==> config.mk <==
export PLATFORM = sky130hd
export DESIGN_NAME = actuator_position_tracker_with_homing
export DESIGN_NICKNAME = d
export VERILOG_FILES = /design/src/hdl/apt_pkg.sv /design/src/hdl/apt_core.sv /design/src/hdl/actuator_position_tracker_with_homing.sv
export SDC_FILE = /design/constraint.sdc
export NUM_CORES = 2
export LEC_CHECK = 0
export CAP_MARGIN = 20
export CORE_UTILIZATION = 60
export DETAILED_ROUTE_END_ITERATION = 10
export DONT_BUFFER_PORTS = 1
export PLACE_DENSITY = 0.73
export SYNTH_ARGS = -nofsm -noshare
export SYNTH_HDL_FRONTEND = slang
export SYNTH_SLANG_ARGS = --single-unit
==> constraint.sdc <==
create_clock -name clk -period 20.2 [get_ports clk]
set_input_delay 2.02 -clock clk [delete_from_list [all_inputs] [get_ports clk]]
set_output_delay 2.02 -clock clk [all_outputs]
set_load 0.02 [all_outputs]
==> src/hdl/apt_pkg.sv <==
// shared types and constants for the actuator position tracker
package apt_pkg;

	localparam int POSITION_WIDTH_DEF = 32;

	localparam int CMD_W      = 2;
	localparam int DELTA_W    = 16;
	localparam int SCALE_W    = 24;
	localparam int STROKE_W   = 31;
	localparam int BOUND_W    = 32;
	localparam int POS_OUT_W  = 32;
	localparam int INC_W      = 32;
	localparam int FRAC_SHIFT = 8;
	localparam int PROD_W     = DELTA_W + SCALE_W + 1;
	localparam int CFG_IDX_W  = 3;
	localparam int CFG_DATA_W = 32;
	localparam int S_DATA_W   = 24;
	localparam int M_DATA_W   = 40;

	typedef enum logic [CMD_W-1:0] {
		CMD_PULSE     = 2'd0,
		CMD_MIN_LIMIT = 2'd1,
		CMD_MAX_LIMIT = 2'd2,
		CMD_NONE      = 2'd3
	} cmd_t;

	typedef enum logic [CFG_IDX_W-1:0] {
		REG_MM_PER_PULSE = 3'd0,
		REG_STROKE       = 3'd1,
		REG_LOW_A        = 3'd2,
		REG_LOW_B        = 3'd3,
		REG_HIGH_C       = 3'd4,
		REG_HIGH_D       = 3'd5
	} cfg_reg_t;

	typedef struct packed {
		logic [SCALE_W-1:0]         mm_per_pulse;
		logic [STROKE_W-1:0]        stroke_length;
		logic signed [BOUND_W-1:0]  low_a;
		logic signed [BOUND_W-1:0]  low_b;
		logic signed [BOUND_W-1:0]  high_c;
		logic signed [BOUND_W-1:0]  high_d;
	} apt_cfg_t;

	typedef struct packed {
		logic signed [POS_OUT_W-1:0] position;
		logic                        is_calibrated;
		logic                        calibration_allowed;
		logic                        in_low_zone;
		logic                        in_high_zone;
		logic                        min_switch_active;
		logic                        max_switch_active;
		logic                        calibrated_now;
	} apt_result_t;

endpackage

==> src/hdl/apt_core.sv <==
// position state, saturating accumulate, zone evaluation and homing
module apt_core
	import apt_pkg::*;
#(
	parameter int POSITION_WIDTH = POSITION_WIDTH_DEF
) (
	input  logic                     clk,
	input  logic                     arst_n,
	input  logic                     step,
	input  cmd_t                     cmd,
	input  logic signed [INC_W-1:0]  inc,
	input  logic                     level,
	input  apt_cfg_t                 cfg,
	output apt_result_t              res
);

	localparam int SW = ((POSITION_WIDTH > BOUND_W) ? POSITION_WIDTH : BOUND_W) + 1;

	localparam logic signed [SW-1:0] PMAX =
		{{(SW-POSITION_WIDTH+1){1'b0}}, {(POSITION_WIDTH-1){1'b1}}};
	localparam logic signed [SW-1:0] PMIN =
		{{(SW-POSITION_WIDTH+1){1'b1}}, {(POSITION_WIDTH-1){1'b0}}};
	localparam logic signed [SW-1:0] OMAX = {{(SW-POS_OUT_W+1){1'b0}}, {(POS_OUT_W-1){1'b1}}};
	localparam logic signed [SW-1:0] OMIN = {{(SW-POS_OUT_W+1){1'b1}}, {(POS_OUT_W-1){1'b0}}};

	logic signed [POSITION_WIDTH-1:0] pos_q;
	logic calibrated_q;
	logic allowed_q;
	logic low_zone_q;
	logic high_zone_q;
	logic min_sw_q;
	logic max_sw_q;

	logic signed [SW-1:0] pos_ext;
	logic signed [SW-1:0] inc_ext;
	logic signed [SW-1:0] sum;
	logic signed [SW-1:0] sum_sat;
	logic signed [SW-1:0] stroke_ext;
	logic signed [SW-1:0] stroke_sat;
	logic signed [SW-1:0] a_ext;
	logic signed [SW-1:0] b_ext;
	logic signed [SW-1:0] c_ext;
	logic signed [SW-1:0] d_ext;
	logic signed [SW-1:0] pos_d_ext;
	logic signed [SW-1:0] out_sat;
	logic low_hit;
	logic high_hit;

	logic signed [POSITION_WIDTH-1:0] pos_d;
	logic calibrated_d;
	logic allowed_d;
	logic low_zone_d;
	logic high_zone_d;
	logic min_sw_d;
	logic max_sw_d;
	logic homed;

	assign pos_ext    = {{(SW-POSITION_WIDTH){pos_q[POSITION_WIDTH-1]}}, pos_q};
	assign inc_ext    = {{(SW-INC_W){inc[INC_W-1]}}, inc};
	assign sum        = pos_ext + inc_ext;
	assign sum_sat    = (sum > PMAX) ? PMAX : ((sum < PMIN) ? PMIN : sum);
	assign stroke_ext = {{(SW-STROKE_W){1'b0}}, cfg.stroke_length};
	assign stroke_sat = (stroke_ext > PMAX) ? PMAX : stroke_ext;
	assign a_ext      = {{(SW-BOUND_W){cfg.low_a[BOUND_W-1]}}, cfg.low_a};
	assign b_ext      = {{(SW-BOUND_W){cfg.low_b[BOUND_W-1]}}, cfg.low_b};
	assign c_ext      = {{(SW-BOUND_W){cfg.high_c[BOUND_W-1]}}, cfg.high_c};
	assign d_ext      = {{(SW-BOUND_W){cfg.high_d[BOUND_W-1]}}, cfg.high_d};

	// reversed or equal bounds fall back to a one-sided window
	assign low_hit  = (cfg.low_a < cfg.low_b) ? (sum_sat >= a_ext && sum_sat <= b_ext)
						  : (sum_sat <= a_ext);
	assign high_hit = (cfg.high_c > cfg.high_d) ? (sum_sat >= d_ext && sum_sat <= c_ext)
						    : (sum_sat >= c_ext);

	always_comb begin
		pos_d        = pos_q;
		calibrated_d = calibrated_q;
		allowed_d    = allowed_q;
		low_zone_d   = low_zone_q;
		high_zone_d  = high_zone_q;
		min_sw_d     = min_sw_q;
		max_sw_d     = max_sw_q;
		homed        = 1'b0;
		unique case (cmd)
			CMD_PULSE: begin
				pos_d       = sum_sat[POSITION_WIDTH-1:0];
				low_zone_d  = low_hit;
				high_zone_d = high_hit;
				allowed_d   = calibrated_q ? (low_hit || high_hit) : 1'b1;
			end
			CMD_MIN_LIMIT: begin
				min_sw_d = level;
				if (level && allowed_q) begin
					pos_d        = '0;
					calibrated_d = 1'b1;
					homed        = 1'b1;
				end
			end
			CMD_MAX_LIMIT: begin
				max_sw_d = level;
				if (level && allowed_q) begin
					pos_d        = stroke_sat[POSITION_WIDTH-1:0];
					calibrated_d = 1'b1;
					homed        = 1'b1;
				end
			end
			CMD_NONE: begin
				homed = 1'b0;
			end
		endcase
	end

	assign pos_d_ext = {{(SW-POSITION_WIDTH){pos_d[POSITION_WIDTH-1]}}, pos_d};
	assign out_sat   = (pos_d_ext > OMAX) ? OMAX : ((pos_d_ext < OMIN) ? OMIN : pos_d_ext);

	always_comb begin
		res.position            = out_sat[POS_OUT_W-1:0];
		res.is_calibrated       = calibrated_d;
		res.calibration_allowed = allowed_d;
		res.in_low_zone         = low_zone_d;
		res.in_high_zone        = high_zone_d;
		res.min_switch_active   = min_sw_d;
		res.max_switch_active   = max_sw_d;
		res.calibrated_now      = homed;
	end

	always_ff @(posedge clk or negedge arst_n) begin
		if (!arst_n) begin
			pos_q        <= '0;
			calibrated_q <= 1'b0;
			allowed_q    <= 1'b1;
			low_zone_q   <= 1'b0;
			high_zone_q  <= 1'b0;
			min_sw_q     <= 1'b0;
			max_sw_q     <= 1'b0;
		end else if (step) begin
			pos_q        <= pos_d;
			calibrated_q <= calibrated_d;
			allowed_q    <= allowed_d;
			low_zone_q   <= low_zone_d;
			high_zone_q  <= high_zone_d;
			min_sw_q     <= min_sw_d;
			max_sw_q     <= max_sw_d;
		end
	end

endmodule

==> src/hdl/actuator_position_tracker_with_homing.sv <==
// top level of the actuator position tracker with limit homing
//
// Input stream s_t*: one transaction per hall pulse update or limit event.
// Output stream m_t*: exactly one result transaction per input transaction,
// in order, showing position and flags after that item.
// Config channel cfg_*: register writes, always ready, to be used only while
// no item is in flight.
// Pipeline: three registers in the path: an input register, a register after
// the pulse scaling multiplier, and the result register loaded by the
// accumulate, clamp and zone compare logic.
// Throughput: one item per cycle unless a low m_tready stalls the pipe; the
// position state is updated in the same cycle that the result register loads,
// so consecutive items chain directly.
// Stall: when m_tready is low with a result held, the whole pipe freezes and
// s_tready drops; nothing is lost or repeated.
// Reset: position 0, not calibrated, calibration allowed, all other flags 0,
// all config registers 0, pipe empty.
module actuator_position_tracker_with_homing
	import apt_pkg::*;
#(
	parameter int POSITION_WIDTH = POSITION_WIDTH_DEF
) (
	input  logic                   clk,
	input  logic                   arst_n,
	input  logic                   s_tvalid,
	output logic                   s_tready,
	// cmd[1:0], pulse_delta[17:2], switch_level[18], zero pad
	input  logic [S_DATA_W-1:0]    s_tdata,
	output logic                   m_tvalid,
	input  logic                   m_tready,
	// position[31:0], is_calibrated[32], calibration_allowed[33], in_low_zone[34],
	// in_high_zone[35], min_switch_active[36], max_switch_active[37],
	// calibrated_now[38], zero pad
	output logic [M_DATA_W-1:0]    m_tdata,
	input  logic                   cfg_valid,
	output logic                   cfg_ready,
	input  logic [CFG_IDX_W-1:0]   cfg_index,
	input  logic [CFG_DATA_W-1:0]  cfg_data
);

	apt_cfg_t cfg_q;

	logic                        valid_s1;
	cmd_t                        cmd_s1;
	logic signed [DELTA_W-1:0]   delta_s1;
	logic                        level_s1;

	logic                        valid_s2;
	cmd_t                        cmd_s2;
	logic signed [INC_W-1:0]     inc_s2;
	logic                        level_s2;

	logic                        out_valid_q;
	apt_result_t                 res_q;

	logic                        en;
	logic signed [PROD_W-1:0]    prod;
	apt_result_t                 res;

	assign en        = !out_valid_q || m_tready;
	assign s_tready  = en;
	assign cfg_ready = 1'b1;

	always_ff @(posedge clk or negedge arst_n) begin
		if (!arst_n) begin
			cfg_q <= '0;
		end else if (cfg_valid) begin
			unique case (cfg_index)
				REG_MM_PER_PULSE: cfg_q.mm_per_pulse  <= cfg_data[SCALE_W-1:0];
				REG_STROKE:       cfg_q.stroke_length <= cfg_data[STROKE_W-1:0];
				REG_LOW_A:        cfg_q.low_a         <= cfg_data[BOUND_W-1:0];
				REG_LOW_B:        cfg_q.low_b         <= cfg_data[BOUND_W-1:0];
				REG_HIGH_C:       cfg_q.high_c        <= cfg_data[BOUND_W-1:0];
				REG_HIGH_D:       cfg_q.high_d        <= cfg_data[BOUND_W-1:0];
				default: begin
				end
			endcase
		end
	end

	// q16.8 scale times signed pulses, arithmetic shift gives floor
	assign prod = delta_s1 * $signed({1'b0, cfg_q.mm_per_pulse});

	always_ff @(posedge clk or negedge arst_n) begin
		if (!arst_n) begin
			valid_s1    <= 1'b0;
			valid_s2    <= 1'b0;
			out_valid_q <= 1'b0;
		end else if (en) begin
			valid_s1    <= s_tvalid;
			valid_s2    <= valid_s1;
			out_valid_q <= valid_s2;
		end
	end

	always_ff @(posedge clk) begin
		if (en && s_tvalid) begin
			cmd_s1   <= cmd_t'(s_tdata[CMD_W-1:0]);
			delta_s1 <= s_tdata[CMD_W+DELTA_W-1:CMD_W];
			level_s1 <= s_tdata[CMD_W+DELTA_W];
		end
		if (en && valid_s1) begin
			cmd_s2   <= cmd_s1;
			inc_s2   <= prod[FRAC_SHIFT+INC_W-1:FRAC_SHIFT];
			level_s2 <= level_s1;
		end
		if (en && valid_s2) begin
			res_q <= res;
		end
	end

	apt_core #(
		.POSITION_WIDTH(POSITION_WIDTH)
	) u_core (
		.clk    (clk),
		.arst_n (arst_n),
		.step   (en && valid_s2),
		.cmd    (cmd_s2),
		.inc    (inc_s2),
		.level  (level_s2),
		.cfg    (cfg_q),
		.res    (res)
	);

	assign m_tvalid = out_valid_q;
	assign m_tdata  = {1'b0,
			   res_q.calibrated_now,
			   res_q.max_switch_active,
			   res_q.min_switch_active,
			   res_q.in_high_zone,
			   res_q.in_low_zone,
			   res_q.calibration_allowed,
			   res_q.is_calibrated,
			   res_q.position};

endmodule
After elaboration in Yosys (flattened, before gate mapping)
Index checks and enable logic that the tools add are counted.
- memories: 0
- memory bits (writable): 0
- bits in latches: 0
- ROM bits: 0
- bits of input ports: 64
- register bits: 317
- logic and storage cells: 88
- bitwise operators: 0
- $lt $le $gt $ge: 13
- reductions and logical operators: 18
- equal/unequal tests: 7
- multipliers: 1
- multiplexer cells: 18
- shifts and indexed selects: 0
- add/subtract/negate cells: 1
- divide/modulo/power cells: 0
- operators by type and width (kind ; count):
    greater-or-equal comparator 33 x 32 -> 1 bit ; 3
    <= comparator 33 x 32 -> 1 bit ; 3
    two-way mux 32 bit ; 3
    one-hot mux 32 bit (3 select lines) ; 1
    two-way mux 33 bit ; 2
    multiplier 16 x 25 -> 40 bit ; 1
    adder 32 x 32 -> 33 bit ; 1
    greater-than comparator 33 x 32 -> 1 bit (second input constant) ; 1
    < comparator 33 x 32 -> 1 bit (second input constant) ; 1
    greater-than comparator 32 bit ; 1
    greater-than comparator 32 bit (second input constant) ; 1
    < comparator 32 bit ; 1
    < comparator 32 bit (second input constant) ; 1
    greater-than comparator 31 bit (second input constant) ; 1
    two-way mux 31 bit ; 1
    AND reduction 2 bit ; 6
    two-way mux 1 bit ; 11
    == test 3 x 2 -> 1 bit (second input constant) ; 2
    == test 3 bit (second input constant) ; 2
    logical AND 1 bit ; 6
    == test 3 x 1 -> 1 bit (second input constant) ; 1
    logical NOT 3 bit ; 1
    == test 2 x 1 -> 1 bit (second input constant) ; 1
    == test 2 bit (second input constant) ; 1
    other kinds (4) ; 5

Depth between registers and ports, before layout
- depth in word-level cells: 10
- mapped depth: 24
- gate-level depth less buffers: 23

By module
A second synthesis with hierarchy kept.
- cell total of the unflattened synthesis: 3258
- area total of the unflattened synthesis: 32172.1 um2
- by module, submodules not included (module ; area an instance (um2) ; times used ; cells each ; sequential area each (um2)):
    actuator_position_tracker_with_homing ; 22450.3 ; 1 ; 1999 ; 7447.1
    apt_core ; 9721.8 ; 1 ; 1259 ; 952.2

Least setup slack after synthesis
Ideal clock, no wire load.
- path type: flip-flop to flip-flop
- start point: register cfg_q[178] (netlist name)
- end point: register inc_s2[30], data pin
- path slack: 13.892 ns
- clock period less this slack: 6.308 ns
- buffers on the path: 1
- data arrival time: 6.050 ns
- cell stages (with the launch flop): 23
- required time: 19.942 ns
- cells stage by stage: dfrtp_1 > clkbuf_1 > nand2_1 > fa_1 > inv_1 > fa_1 > inv_1 > fa_1 > inv_1 > fa_1 > fa_1 > fa_1 > ha_1 > a21oi_1 > nor3b_1 > o21ai_0 > a221oi_1 > a2bb2oi_1 > nand2_1 > a41o_1 > a211o_1 > a21oi_1 > xnor2_1
- longest elaborated chain between the ends: 1
- RTL lines (element ; RTL line ; text):
    start: declaration ; actuator_position_tracker_with_homing.sv:41 ; apt_cfg_t cfg_q;
    multiplier 16 x 25 -> 40 bit ; actuator_position_tracker_with_homing.sv:82 ; assign prod = delta_s1 * $signed({1'b0, cfg_q.mm_per_pulse});
    named net prod[38] ; actuator_position_tracker_with_homing.sv:57 ; logic signed [PROD_W-1:0] prod;
    end signal: assignment ; actuator_position_tracker_with_homing.sv:104 ; inc_s2 <= prod[FRAC_SHIFT+INC_W-1:FRAC_SHIFT];
    end: declaration ; actuator_position_tracker_with_homing.sv:50 ; logic signed [INC_W-1:0] inc_s2;
The timed path passes the listed nets, and every way through them passes these cells.
A chain may end at the register's enable or synchronous reset.

Worst setup path after layout
- start point: register delta_s1[13]
- end point: register inc_s2[30], data pin
- longest elaborated chain between the ends: 1
- RTL lines (element ; RTL line ; text):
    start: declaration ; actuator_position_tracker_with_homing.sv:45 ; logic signed [DELTA_W-1:0] delta_s1;
    start signal: assignment ; actuator_position_tracker_with_homing.sv:99 ; delta_s1 <= s_tdata[CMD_W+DELTA_W-1:CMD_W];
    multiplier 16 x 25 -> 40 bit ; actuator_position_tracker_with_homing.sv:82 ;
    named net prod[38] ; actuator_position_tracker_with_homing.sv:57 ;
The timed path passes the listed nets, and every way through them passes these cells.

==> flow_metrics.py <==
metrics = {
    "clock_network": {
        "clockRootBuffer": "clkbuf_16",
        "ctsResizeCount": 0,
        "cts_buffer_depth": 3,
        "cts_tree": "built",
        "clock_sinks": 317,
        "post_cts_buffers": 0,
        "numCtsBuffers": 38,
        "cts_max_level": 2,
        "clk_latency_ns": 0.57,
        "cts_hold_buf": 0,
        "clk_pin_slew_ns": 0.06,
    },
    "placed_design": {
        "place_congestion": 0.938,
        "post_dp_cell_area_sq_um": 31600,
        "port_buffers": 0,
        "hpwlAfterDp_mm": 61.3,
    },
    "route": {
        "post_drt_wl_per_cell_um": 21.4,
        "drt_iter0_drc": 1639,
        "vias_per_cell": 6.04,
        "ant_nets": 0,
        "drcViolationCount": 0,
        "dr.pass1.iters": 6,
        "num_vias": 23000,
        "drt-total-wl_mm": 81.4,
    },
    "finish": {
        "drive_above_1_share_pct": 9.20,
        "fillers": 3993,
        "fin_area_sq_um": 32900,
        "fin_nets": 3833,
        "antenna_cells": 0,
        "syn2layout_area_growth_pct": 6.00,
        "final_core_util_pct": 65.0,
    },
    "timing": {
        "slew_viol_final": 0,
        "hold_viol": 0,
        "fin_tns_setup_ns": 0,
        "finalCritPeriodShare_pct": 36.2,
        "slew_headroom_pct": 18.5,
        "rsz0062_at_grt": "no",
        "max_slew.worst_pin.slew_ns": 1.22,
        "skew_ns": 0.0369,
        "min_period_ns": 7.31,
        "setup_viol": 0,
        "timing.fmax_mhz": 137,
    },
    "synth": {
        "synthArstFlopShare_pct": 70.7,
        "yosys_register_bits": 317,
        "synth_seq_area_share_pct": 27.1,
        "ys_types": 82,
        "syn_avg_cell_area_sq_um": 9.83,
        "synthFlopType": "dfrtp_1",
        "synthCells": 3157,
        "ys_warn_count": 0,
        "synth_edf_count": 93,
        "netlist_area_sq_um": 31000,
        "syn_nets": 3888,
    },
    "die": {
        "pin_count": 107,
        "rows": 82,
        "die_y_um": 229,
        "start_util_pct": 61.4,
        "core_area_sq_um": 50600,
        "die_area_sq_um": 52600,
        "die_x_um": 229,
    },
    "grt": {
        "overflow": 0,
        "grtUsageTotal_pct": 31.6,
        "antenna_found_initial": 0,
        "first_global_vias": 24200,
        "grt_pass1_wl_mm": 130,
        "grt_max_degree": 225,
    },
    "status": {
        "status": "finished clean",
    },
    "worst_setup_path": {
        "worstPathRequired_ns": 20.50,
        "crit_arrival_ns": 7.61,
        "r2r_cells": 19,
        "critPathLaunchType": "flop",
        "critical_path.endpoint_type": "flop",
        "critPathKind": "flop to flop",
        "worstPathMaxFanout": 24,
    },
    "hold_path": {
        "min_path_type": "flop to flop",
        "min_path_cells": 0,
    },
    "job": {
        "drv_cap": 0,
    },
}
## synth_stat cells, types with 42 or more instances
master	n	share of area, %
and2_1	149	3.0
o21ai_0	168	2.7
nand4_1	42	0.85
xnor2_1	42	1.2
a21o_1	56	1.4
edfxtp_1	93	9.0
inv_1	487	5.9
a21oi_1	102	1.6
nand2_1	390	4.7
dfrtp_1	223	18
clkbuf_1	112	1.4
ha_1	361	15
mux2_2	159	5.8
fa_1	306	20
nor2_1	68	0.82
## sequential cells by signal, summed over array words and instances, names as in the netlist
register             flops
m_tdata                 39
level_s2                 1
u_core.high_zone_q       1
inc_s2                  32
delta_s1                16
u_core.max_sw_q          1
cmd_s1                   2
u_core.min_sw_q          1
level_s1                 1
cfg_q                  183
valid_s2                 1
u_core.calibrated_q      1
u_core.low_zone_q        1
valid_s1                 1
u_core.pos_q            32
m_tvalid                 1
cmd_s2                   2
u_core.allowed_q         1
## metrics by stage
step                      worst slack (ns)  hold slack [ns]  std cells
final                                12.89            0.429       3804
after global routing                 12.59            0.436       3804
after CTS                            13.03            0.435       3802
after detailed placement             13.09            0.420       3732
after global placement               13.21            0.407       3732
after floorplan                      13.89            0.400       3157
## critical path, stage by stage (launching register included)
cell,delay [ns]
edfxtp_1,1.09
nand2_1,0.18
fa_1,0.56
inv_1,0.06
fa_1,0.51
fa_1,0.53
fa_1,0.52
fa_1,0.52
fa_1,0.50
ha_1,0.36
a21oi_1,0.21
nor3b_1,0.22
o21ai_0,0.12
a221oi_1,0.35
a2bb2oi_1,0.20
nand2_1,0.16
a41o_1,0.34
a211o_1,0.31
a21oi_1,0.19
xnor2_1,0.08
## path summary, 6_finish.rpt
| path | slack, ns | startpoint | endpoint |
|---|---|---|---|
| max | 12.89 | delta_s1[13] | inc_s2[30] |
| min | 0.43 | cmd_s1[0] | cmd_s2[0] |
| max reg2reg | 12.89 | delta_s1[13] | inc_s2[30] |
| min reg2reg | 0.43 | cmd_s1[0] | cmd_s2[0] |
| max in group asynchronous | 18.69 | arst_n | u_core.allowed_q |
| min in group asynchronous | 1.14 | arst_n | cfg_q[66] |
## cell type report
| cell class | instances | area, sq um | area share, % |
|---|---|---|---|
| Tap cell | 672 | 841 | 2.56 |
| Inverter | 489 | 1840 | 5.58 |
| Sequential cell | 317 | 8400 | 25.5 |
| Clock inverter | 19 | 169 | 0.513 |
| Multi-Input combinational cell | 2225 | 20300 | 61.8 |
| Timing Repair Buffer | 31 | 265 | 0.806 |
| Clock buffer | 51 | 1070 | 3.26 |
## per-layer routing
metal,part of all wire (%),wire length (um),vias to the layer above,track usage (%)
met2,48,39100,795,53.2
met1,42,34100,11500,41.4
met5,0,0,-,0
met4,4.2,3420,0,13.3
met3,5.9,4780,199,3.78
li1,-,-,10400,-
## cell usage in the layout, fill, tap and decap left out, types with 21 or more instances in the layout
master	netlist	layout
a21oi_1	102	102
inv_1	487	487
nand3_1	27	27
ha_1	361	360
and2_1	149	149
buf_4	3	29
o21ai_0	168	168
a221oi_1	26	26
nand4_1	42	42
xnor2_1	42	42
a21o_1	56	56
edfxtp_1	93	93
mux2_2	159	159
dfrtp_1	223	223
fa_1	306	306
nand2b_1	33	33
nor2b_1	24	24
nand2_1	390	390
o221ai_1	21	21
a22oi_1	23	23
nor2_1	68	66
clkbuf_16	0	39
## cell families after synthesis
kind of cell | Yosys count | share of synthesized area (%)
mux | 162 | 5.87
buf+inv | 615 | 7.56
flops | 317 | 27.1
compound gates | 536 | 11.2
simple gates | 797 | 12.3
fa+ha+maj | 667 | 34.3
xor+xnor | 61 | 1.72
other cells | 2 | 0.0242
Power is not shown: default switching activity piles up to over one toggle a cycle in this logic, so the estimate is an artifact.
